===== src/design/md5_pkg.sv =====
// Shared types, constants and round tables for the MD5 stream hasher.
package md5_pkg;

  localparam int LANES      = 4;
  localparam int WORDS      = 16;
  localparam int WORD_AW    = 4;

  localparam logic [7:0]  PAD_BYTE = 8'h80;
  localparam logic [31:0] MD5_IV [4] = '{
    32'h67452301, 32'hefcdab89, 32'h98badcfe, 32'h10325476
  };

  localparam logic [31:0] ROUND_K [64] = '{
    32'hd76aa478, 32'he8c7b756, 32'h242070db, 32'hc1bdceee,
    32'hf57c0faf, 32'h4787c62a, 32'ha8304613, 32'hfd469501,
    32'h698098d8, 32'h8b44f7af, 32'hffff5bb1, 32'h895cd7be,
    32'h6b901122, 32'hfd987193, 32'ha679438e, 32'h49b40821,
    32'hf61e2562, 32'hc040b340, 32'h265e5a51, 32'he9b6c7aa,
    32'hd62f105d, 32'h02441453, 32'hd8a1e681, 32'he7d3fbc8,
    32'h21e1cde6, 32'hc33707d6, 32'hf4d50d87, 32'h455a14ed,
    32'ha9e3e905, 32'hfcefa3f8, 32'h676f02d9, 32'h8d2a4c8a,
    32'hfffa3942, 32'h8771f681, 32'h6d9d6122, 32'hfde5380c,
    32'ha4beea44, 32'h4bdecfa9, 32'hf6bb4b60, 32'hbebfbc70,
    32'h289b7ec6, 32'heaa127fa, 32'hd4ef3085, 32'h04881d05,
    32'hd9d4d039, 32'he6db99e5, 32'h1fa27cf8, 32'hc4ac5665,
    32'hf4292244, 32'h432aff97, 32'hab9423a7, 32'hfc93a039,
    32'h655b59c3, 32'h8f0ccc92, 32'hffeff47d, 32'h85845dd1,
    32'h6fa87e4f, 32'hfe2ce6e0, 32'ha3014314, 32'h4e0811a1,
    32'hf7537e82, 32'hbd3af235, 32'h2ad7d2bb, 32'heb86d391
  };

  localparam logic [4:0] ROT_S [16] = '{
    5'd7, 5'd12, 5'd17, 5'd22, 5'd5, 5'd9, 5'd14, 5'd20,
    5'd4, 5'd11, 5'd16, 5'd23, 5'd6, 5'd10, 5'd15, 5'd21
  };

  typedef enum logic [2:0] {
    ST_IDLE,
    ST_PAD,
    ST_CSTART,
    ST_CROUND,
    ST_CFIN,
    ST_DONE
  } md5_state_t;

  typedef struct packed {
    logic take_byte;
    logic pad_start;
    logic pad_zero_start;
    logic pad_write;
    logic len_block;
    logic comp_start;
    logic comp_round;
    logic comp_finish;
    logic out_load;
  } md5_cmd_t;

  typedef struct packed {
    logic fill_last;
    logic fill_late;
    logic pad_last;
    logic round_last;
    logic out_free;
  } md5_stat_t;

  // Message word index used by round r
  function automatic logic [WORD_AW-1:0] md5_msg_index(logic [5:0] r);
    logic [WORD_AW-1:0] i;
    i = r[3:0];
    case (r[5:4])
      2'd0:    return i;
      2'd1:    return WORD_AW'(i * 4'd5 + 4'd1);
      2'd2:    return WORD_AW'(i * 4'd3 + 4'd5);
      default: return WORD_AW'(i * 4'd7);
    endcase
  endfunction

  function automatic logic [4:0] md5_rot_amount(logic [5:0] r);
    return ROT_S[{r[5:4], r[1:0]}];
  endfunction

  function automatic logic [31:0] md5_swap32(logic [31:0] v);
    return {v[7:0], v[15:8], v[23:16], v[31:24]};
  endfunction

endpackage


===== src/design/md5_if.sv =====
// Handshake channels for message bytes and digests.
interface md5_msg_if;
  logic       valid;
  logic       ready;
  logic [7:0] data_byte;
  logic       has_byte;
  logic       last;

  modport source(output valid, data_byte, has_byte, last, input ready);
  modport sink(input valid, data_byte, has_byte, last, output ready);
endinterface

interface md5_digest_if;
  logic        valid;
  logic        ready;
  logic [63:0] digest_high;
  logic [63:0] digest_low;

  modport source(output valid, digest_high, digest_low, input ready);
  modport sink(input valid, digest_high, digest_low, output ready);
endinterface


===== src/design/md5_ram.sv =====
// Generic simple dual-port RAM with registered read.
module md5_ram #(
  parameter int WIDTH = 8,
  parameter int DEPTH = 16
) (
  input  logic                     clk,
  input  logic                     we,
  input  logic [$clog2(DEPTH)-1:0] waddr,
  input  logic [WIDTH-1:0]         wdata,
  input  logic [$clog2(DEPTH)-1:0] raddr,
  output logic [WIDTH-1:0]         rdata
);

  logic [WIDTH-1:0] mem [DEPTH];

  always_ff @(posedge clk) begin
    if (we) begin
      mem[waddr] <= wdata;
    end
    rdata <= mem[raddr];
  end

endmodule


===== src/design/md5_ctrl.sv =====
// Sequencer for byte intake, padding, compression and digest hand-off.
module md5_ctrl import md5_pkg::*; (
  input  logic      clk,
  input  logic      rst,
  input  logic      msg_valid,
  input  logic      msg_has_byte,
  input  logic      msg_last,
  output logic      msg_ready,
  input  md5_stat_t stat,
  output md5_cmd_t  cmd
);

  md5_state_t state, state_next;
  logic pad_pend, pad_pend_next;
  logic in_pad, in_pad_next;
  logic second, second_next;
  logic len_block;

  assign len_block = !stat.fill_late || second;

  always_ff @(posedge clk) begin
    if (rst) begin
      state    <= ST_IDLE;
      pad_pend <= 1'b0;
      in_pad   <= 1'b0;
      second   <= 1'b0;
    end else begin
      state    <= state_next;
      pad_pend <= pad_pend_next;
      in_pad   <= in_pad_next;
      second   <= second_next;
    end
  end

  always_comb begin
    state_next    = state;
    pad_pend_next = pad_pend;
    in_pad_next   = in_pad;
    second_next   = second;
    unique case (state)
      ST_IDLE: begin
        if (msg_valid) begin
          if (msg_has_byte && stat.fill_last) begin
            state_next    = ST_CSTART;
            pad_pend_next = msg_last;
          end else if (msg_last) begin
            state_next  = ST_PAD;
            in_pad_next = 1'b1;
          end
        end
      end
      ST_PAD: begin
        if (stat.pad_last) state_next = ST_CSTART;
      end
      ST_CSTART: state_next = ST_CROUND;
      ST_CROUND: begin
        if (stat.round_last) state_next = ST_CFIN;
      end
      ST_CFIN: begin
        if (pad_pend) begin
          state_next    = ST_PAD;
          pad_pend_next = 1'b0;
          in_pad_next   = 1'b1;
        end else if (in_pad && len_block) begin
          state_next = ST_DONE;
        end else if (in_pad) begin
          state_next  = ST_PAD;
          second_next = 1'b1;
        end else begin
          state_next = ST_IDLE;
        end
      end
      ST_DONE: begin
        if (stat.out_free) begin
          state_next  = ST_IDLE;
          in_pad_next = 1'b0;
          second_next = 1'b0;
        end
      end
      default: state_next = ST_IDLE;
    endcase
  end

  always_comb begin
    cmd           = '0;
    cmd.len_block = len_block;
    msg_ready     = 1'b0;
    unique case (state)
      ST_IDLE: begin
        msg_ready     = 1'b1;
        cmd.take_byte = msg_valid && msg_has_byte;
        cmd.pad_start = msg_valid && msg_last && !(msg_has_byte && stat.fill_last);
      end
      ST_PAD:    cmd.pad_write  = 1'b1;
      ST_CSTART: cmd.comp_start = 1'b1;
      ST_CROUND: cmd.comp_round = 1'b1;
      ST_CFIN: begin
        cmd.comp_finish    = 1'b1;
        cmd.pad_start      = pad_pend;
        cmd.pad_zero_start = !pad_pend && in_pad && !len_block;
      end
      ST_DONE:   cmd.out_load = stat.out_free;
      default:   cmd = '0;
    endcase
  end

endmodule


===== src/design/md5_dp.sv =====
// Block buffer, round logic, chaining words, length count and digest register.
module md5_dp import md5_pkg::*; (
  input  logic        clk,
  input  logic        rst,
  input  md5_cmd_t    cmd,
  output md5_stat_t   stat,
  input  logic [7:0]  data_byte,
  output logic        out_valid,
  input  logic        out_ready,
  output logic [63:0] digest_high,
  output logic [63:0] digest_low
);

  logic [5:0]         fill, fill_next;
  logic [63:0]        bit_len;
  logic [WORD_AW-1:0] pad_ptr;
  logic               pad_first;
  logic [5:0]         round_idx;
  logic [31:0]        chain [4];
  logic [31:0]        wa, wb, wc, wd;

  logic [LANES-1:0]   lane_we;
  logic [7:0]         lane_wdata [LANES];
  logic [7:0]         lane_rdata [LANES];
  logic [WORD_AW-1:0] waddr, raddr;
  logic [5:0]         rd_round;

  logic [31:0]        m_word, f_val, t_val, k_val;
  logic [4:0]         s_val;
  logic [63:0]        rot_w;

  assign fill_next = cmd.take_byte ? 6'(fill + 6'd1) : fill;

  assign stat.fill_last  = (fill == 6'd63);
  assign stat.fill_late  = (fill[5:3] == 3'b111);
  assign stat.pad_last   = (pad_ptr == WORD_AW'(WORDS - 1));
  assign stat.round_last = (round_idx == 6'd63);
  assign stat.out_free   = !out_valid || out_ready;

  // Byte lanes of the block buffer; lane k holds byte 4w+k of word w
  assign waddr    = cmd.take_byte ? fill[5:2] : pad_ptr;
  assign rd_round = cmd.comp_start ? 6'd0 : 6'(round_idx + 6'd1);
  assign raddr    = md5_msg_index(rd_round);

  always_comb begin
    for (int k = 0; k < LANES; k++) begin
      lane_we[k]    = 1'b0;
      lane_wdata[k] = data_byte;
      if (cmd.take_byte) begin
        lane_we[k] = (fill[1:0] == 2'(k));
      end else if (cmd.pad_write) begin
        lane_we[k] = !(pad_first && (2'(k) < fill[1:0]));
        if (cmd.len_block && pad_ptr == WORD_AW'(WORDS - 2)) begin
          lane_wdata[k] = bit_len[8*k +: 8];
        end else if (cmd.len_block && pad_ptr == WORD_AW'(WORDS - 1)) begin
          lane_wdata[k] = bit_len[32 + 8*k +: 8];
        end else if (pad_first && fill[1:0] == 2'(k)) begin
          lane_wdata[k] = PAD_BYTE;
        end else begin
          lane_wdata[k] = 8'h00;
        end
      end
    end
  end

  for (genvar k = 0; k < LANES; k++) begin : g_lane
    md5_ram #(.WIDTH(8), .DEPTH(WORDS)) u_lane (
      .clk   (clk),
      .we    (lane_we[k]),
      .waddr (waddr),
      .wdata (lane_wdata[k]),
      .raddr (raddr),
      .rdata (lane_rdata[k])
    );
  end

  // One MD5 round
  assign m_word = {lane_rdata[3], lane_rdata[2], lane_rdata[1], lane_rdata[0]};
  assign k_val  = ROUND_K[round_idx];
  assign s_val  = md5_rot_amount(round_idx);

  always_comb begin
    case (round_idx[5:4])
      2'd0:    f_val = (wb & wc) | (~wb & wd);
      2'd1:    f_val = (wd & wb) | (~wd & wc);
      2'd2:    f_val = wb ^ wc ^ wd;
      default: f_val = wc ^ (wb | ~wd);
    endcase
  end

  assign t_val = f_val + wa + k_val + m_word;
  assign rot_w = {t_val, t_val} << s_val;

  always_ff @(posedge clk) begin
    if (rst) begin
      fill      <= '0;
      bit_len   <= '0;
      round_idx <= '0;
      out_valid <= 1'b0;
      for (int k = 0; k < 4; k++) chain[k] <= MD5_IV[k];
    end else begin
      fill <= fill_next;
      if (cmd.take_byte) bit_len <= bit_len + 64'd8;

      if (cmd.comp_start) begin
        round_idx <= '0;
      end else if (cmd.comp_round) begin
        round_idx <= 6'(round_idx + 6'd1);
      end

      if (cmd.comp_finish) begin
        chain[0] <= chain[0] + wa;
        chain[1] <= chain[1] + wb;
        chain[2] <= chain[2] + wc;
        chain[3] <= chain[3] + wd;
      end

      if (cmd.out_load) begin
        out_valid <= 1'b1;
        fill      <= '0;
        bit_len   <= '0;
        for (int k = 0; k < 4; k++) chain[k] <= MD5_IV[k];
      end else if (out_ready) begin
        out_valid <= 1'b0;
      end
    end
  end

  // Working words, pad pointer and digest payload
  always_ff @(posedge clk) begin
    if (cmd.comp_start) begin
      wa <= chain[0];
      wb <= chain[1];
      wc <= chain[2];
      wd <= chain[3];
    end else if (cmd.comp_round) begin
      wa <= wd;
      wd <= wc;
      wc <= wb;
      wb <= wb + rot_w[63:32];
    end

    if (cmd.pad_start) begin
      pad_ptr   <= fill_next[5:2];
      pad_first <= 1'b1;
    end else if (cmd.pad_zero_start) begin
      pad_ptr   <= '0;
      pad_first <= 1'b0;
    end else if (cmd.pad_write) begin
      pad_ptr   <= WORD_AW'(pad_ptr + 1'b1);
      pad_first <= 1'b0;
    end

    if (cmd.out_load) begin
      digest_high <= {md5_swap32(chain[0]), md5_swap32(chain[1])};
      digest_low  <= {md5_swap32(chain[2]), md5_swap32(chain[3])};
    end
  end

endmodule


===== src/design/md5_stream_hasher_top.sv =====
// Top level of the byte-stream MD5 hasher: sequencer plus datapath.
//
//   channel  | dir | payload                         | handshake
//   ---------+-----+---------------------------------+------------------
//   msg      | in  | data_byte[7:0], has_byte, last  | valid / ready
//   digest   | out | digest_high[63:0], digest_low   | valid / ready
//
// Sequence: a byte item is written into the block buffer; the item that
// completes a 64-byte block adds operand fetch, 64 rounds on the single
// shared round unit and the chaining add. An item marked last adds pad
// words from the current word on plus a compression, another padded block
// when fewer than 9 bytes remain for pad byte and length, and a digest load.
// Reset: rst is synchronous; chaining words return to the MD5 initial values.
// Stalls: the digest sits in its own register, so intake resumes while it
// waits; a new digest holds in the sequencer until that register frees up.
module md5_stream_hasher_top import md5_pkg::*; (
  input logic         clk,
  input logic         rst,
  md5_msg_if.sink     msg,
  md5_digest_if.source digest
);

  md5_cmd_t  cmd;
  md5_stat_t stat;

  // Sequencer: accepts items only between messages blocks and padding
  md5_ctrl u_ctrl (
    .clk          (clk),
    .rst          (rst),
    .msg_valid    (msg.valid),
    .msg_has_byte (msg.has_byte),
    .msg_last     (msg.last),
    .msg_ready    (msg.ready),
    .stat         (stat),
    .cmd          (cmd)
  );

  // Datapath: block buffer lanes, round unit, length counter, digest register
  md5_dp u_dp (
    .clk         (clk),
    .rst         (rst),
    .cmd         (cmd),
    .stat        (stat),
    .data_byte   (msg.data_byte),
    .out_valid   (digest.valid),
    .out_ready   (digest.ready),
    .digest_high (digest.digest_high),
    .digest_low  (digest.digest_low)
  );

endmodule

===== src/flat_wrapper.sv =====
// flat-port wrapper written by rule: the top's interface ports become plain ports
module md5_stream_hasher_top_flat import md5_pkg::*;
  (clk, rst, msg_valid, msg_data_byte, msg_has_byte, msg_last, msg_ready, digest_valid, digest_digest_high, digest_digest_low, digest_ready);
  md5_msg_if msg_i ();
  md5_digest_if digest_i ();
  input logic clk;
  input logic rst;
  input wire logic [$bits(msg_i.valid)-1:0] msg_valid;
  input wire logic [$bits(msg_i.data_byte)-1:0] msg_data_byte;
  input wire logic [$bits(msg_i.has_byte)-1:0] msg_has_byte;
  input wire logic [$bits(msg_i.last)-1:0] msg_last;
  output wire logic [$bits(msg_i.ready)-1:0] msg_ready;
  output wire logic [$bits(digest_i.valid)-1:0] digest_valid;
  output wire logic [$bits(digest_i.digest_high)-1:0] digest_digest_high;
  output wire logic [$bits(digest_i.digest_low)-1:0] digest_digest_low;
  input wire logic [$bits(digest_i.ready)-1:0] digest_ready;
  assign msg_i.valid = msg_valid;
  assign msg_i.data_byte = msg_data_byte;
  assign msg_i.has_byte = msg_has_byte;
  assign msg_i.last = msg_last;
  assign msg_ready = msg_i.ready;
  assign digest_valid = digest_i.valid;
  assign digest_digest_high = digest_i.digest_high;
  assign digest_digest_low = digest_i.digest_low;
  assign digest_i.ready = digest_ready;
  md5_stream_hasher_top u_core (.clk(clk), .rst(rst), .msg(msg_i), .digest(digest_i));
endmodule

===== config.mk =====
export PLATFORM = sky130hd
export DESIGN_NAME = md5_stream_hasher_top_flat
export DESIGN_NICKNAME = d
export VERILOG_FILES = /design/src/design/md5_pkg.sv /design/src/design/md5_if.sv /design/src/design/md5_ram.sv /design/src/design/md5_ctrl.sv /design/src/design/md5_dp.sv /design/src/design/md5_stream_hasher_top.sv /design/src/flat_wrapper.sv
export SDC_FILE = /design/constraint.sdc
export NUM_CORES = 2
export LEC_CHECK = 0
export BUFFER_PORTS_ARGS = -buffer_cell sky130_fd_sc_hd__buf_4
export CORE_AREA = 2 2 337 306
export CTS_CLUSTER_DIAMETER = 80
export DETAILED_ROUTE_END_ITERATION = 8
export DIE_AREA = 0 0 339 308
export PLACE_DENSITY_LB_ADDON = 0.2
export SLEW_MARGIN = 10
export SYNTH_ARGS = -nofsm -noshare
export SYNTH_HDL_FRONTEND = slang
export SYNTH_SLANG_ARGS = --single-unit

===== constraint.sdc =====
create_clock -name clk -period 9.7 [get_ports clk]
set_input_delay 0.485 -clock clk [delete_from_list [all_inputs] [get_ports clk]]
set_output_delay 0.485 -clock clk [all_outputs]
set_load 0.01 [all_outputs]

==> impl_metrics.toml <==
[run]
maxCapViolations = 0

[power]
powerDensity_nw_per_um2 = 218.9
ir_worst_vdd_v = 0.0001643
leakage_nw = 23.76

[drt]
dr.first_iter.drc_count = 6035
drc = 0
wl_per_cell_um = 24.69
vias_per_cell = 6.334
first_pass_iters = 7
vias = 46140
wirelength_um = 179900
drtAntennaViolNets = 0

[synth]
synth_area_leader_cell = "edfxtp_1"
synth-compound-area-share = 0.1675
synth-adder-area-share = 0.07268
synth_seq_area_share = 0.5007
synth_top_family_by_area = "compound AO/OA/AOI/OAI gates"
synth-async-reset-ratio = 0
synth_area_um2 = 57210
synth_xor_area_frac = 0.03836
synthCells = 5769
ys_seq_elements = 1013
synthTopCellsByArea = "edfxtp_1 (44%), nand2_1 (6.4%), dfxtp_1 (6.2%)"
synth_top_area_share = 0.4388
synth_warnings = 0
muxShareOfSynthArea = 0.02242
synth_cell_type_count = 99
synth-edff-count = 836
synth_area_per_cell_um2 = 9.917
synthFlopType = "edfxtp_1"
synth_nets = 6073
yosys.area_share.simple = 0.1609

[cells_and_area]
multi_input_area_um2 = 26610
fill_cells = 8206
regArea_um2 = 28660
design_area_um2 = 63770
nets = 6145
drive_above_1_share = 0.09919
syn2layout_area_growth_pct = 11.47
diodes = 0

[global_route]
grt_overflow = 0
grt_usage = 0.3357
grt_pass1_wl_um = 265100
grt_pass1_vias = 41780
grt_start_max_net_pins = 201
antenna_found_initial = 3

[sta]
fin_skew_ns = 0.04436
fin_crit_sh = 0.9612
worstMarginPinSlew_ns = 1.244
setup_tns_ns = 0
drv_slew = 0
maxSlewHeadroom = 0.1679
finalSetupViolations = 0
fmax_mhz = 107.3
hold_viol = 0
fin_crit_ns = 9.324
rsz0062_at_grt = "no"

[die]
die_w_um = 339
die_y_um = 308
rows = 111
num_io_pins = 144
start_util = 0.5666
core_um2 = 101000
die_area_um2 = 104400

[clock_network]
cts_tree = "done"
cts_num_sinks = 1013
htree_levels = 3
cts_buffers = 101
clock_path_buffers = 3
clk_pin_slew_worst_paths_ns = 0.06
clkLatencyLatePin_ns = 0.72
clockRootBuffer = "clkbuf_16"

[worst_setup_path]
slowest_delay_ns = 0.56
endpoint_kind = "flop"
arrival_ns = 9.88
rrSetupSlack_ns = 0.38
cp_slowest_cell = "fa_1"
critPathMaxFanout = 114
startpoint = "u_core.u_dp.round_idx[2]"
critical_path_class = "flop to flop"
cpMostUsedCell = "a21oi_1"
r2r_start = "u_core.u_dp.round_idx[2]"
crit_buf_inv = 3
startpoint_type = "flop"
crit_family = "compound AO/OA/AOI/OAI gates"
critPathRequiredTime_ns = 10.26

[place]
place_area_um2 = 60090
place.gp.congestion = 1.029
placement.io_buffers = 143
detailedPlacementHpwl_um = 127800

[worst_hold_path]
hp-class = "primary input to flop"
hp-start = "digest_ready"

[run_status]
status = "finished, final reports clean"
cells by family (layout without fill, tap and decap cells):
family | after synthesis | in the layout
buf+inv | 556 | 715
compound gates | 1493 | 1493
fa+ha+maj | 291 | 291
flops | 1013 | 1013
simple gates | 2062 | 2062
mux | 105 | 105
xor+xnor | 249 | 249
synthesized netlist by cell type (all sizes together) (29+ instances only):
cell type / instances
buf: 41
nor2: 446
nand4: 29
a21oi: 471
edfxtp: 836
dfxtp: 177
mux2i: 67
or2: 29
xnor2: 106
o211ai: 53
or3: 29
nor3: 117
a221oi: 34
a31oi: 128
nand2b: 47
clkbuf: 282
a311oi: 70
a21o: 75
o21a: 47
xor2: 142
and3: 32
nor2b: 45
inv: 230
fa: 69
nand2: 975
a211oi: 200
nor3b: 42
o21ai: 243
ha: 221
and2: 151
nand3: 90
registers in the layout (all words and copies together), names as in the netlist, 61 cells and up:
name / cells
u_core.u_dp.bit_len: 61
u_core.u_dp.chain: 128
u_core.u_dp.digest_high: 64
u_core.u_dp.digest_low: 64
u_core.u_dp.g_lane.u_lane.mem: 512
through the flow:
stage	worst slack [ns]	std cells	util	hold WS [ns]	total power, W
after floorplan	0.3891	5769	-	0.4452	0.008449
after CTS	0.2728	7282	0.6304	0.05475	0.01387
after global routing	0.02246	7284	0.6316	0.09472	0.01461
final	0.3763	7284	0.6316	0.08176	0.01396
after detailed placement	0.2767	7092	0.5951	0.4637	0.009691
after global placement	0.4312	7092	0.5951	0.4712	0.009627
worst reg2reg max path, delay by kind of cell (launching register included):
| kind | cells | cell delay, ns |
|---|---|---|
| compound gates | 17 | 3.70 |
| xor+xnor | 1 | 0.36 |
| fa+ha+maj | 4 | 1.56 |
| buf+inv | 3 | 0.51 |
| flops | 1 | 0.36 |
| mux | 4 | 1.57 |
| simple gates | 5 | 1.11 |
final timing paths:
path,depth (start not counted),to
max,34,u_core.u_dp.wb[31]
min reg2reg,0,u_core.u_dp.digest_high[39]
min,3,u_core.u_dp.out_valid
max reg2reg,34,u_core.u_dp.wb[31]
routing by layer:
metal,up-vias,global-route usage,part of all wire
met5,-,0,0.000056
met4,2,0.08796,0.027
met3,293,0.07637,0.13
met2,2400,0.4700,0.41
met1,22330,0.5205,0.44
li1,21110,-,-
report_power, final:
| part | leakage, nW | total [W] | internal, W | switching [W] |
|---|---|---|---|---|
| combinational | 13.0 | 0.00456 | 0.00181 | 0.00275 |
| sequential | 9.05 | 0.00520 | 0.00503 | 0.000172 |
| clock | 1.73 | 0.00419 | 0.00244 | 0.00175 |
| total | 23.8 | 0.0140 | 0.00928 | 0.00467 |
final cells by class:
type,instances,share of cell area
Clock buffer,134,0.04363
Clock inverter,56,0.01224
Inverter,233,0.01375
Multi-Input combinational cell,4200,0.4173
Sequential cell,1013,0.4494
Tap cell,1356,0.02660
Timing Repair Buffer,292,0.03700
placed cells by master (no fill, tap or decap), drive strengths merged, types with 177 or more instances in the layout:
cell type	instances
nor2	446
a211oi	200
nand2	975
dfxtp	177
ha	221
o21ai	243
buf	292
edfxtp	836
inv	236
a21oi	471
repair_timing:
item / 4_1_cts / 5_1_grt
setup endpoints to repair: 0 / 6
resized for setup: 0 / 26
setup buffers: 0 / 1
hold buffers: 0 / 0
No activity file was read; power rests on OpenSTA's default activity.
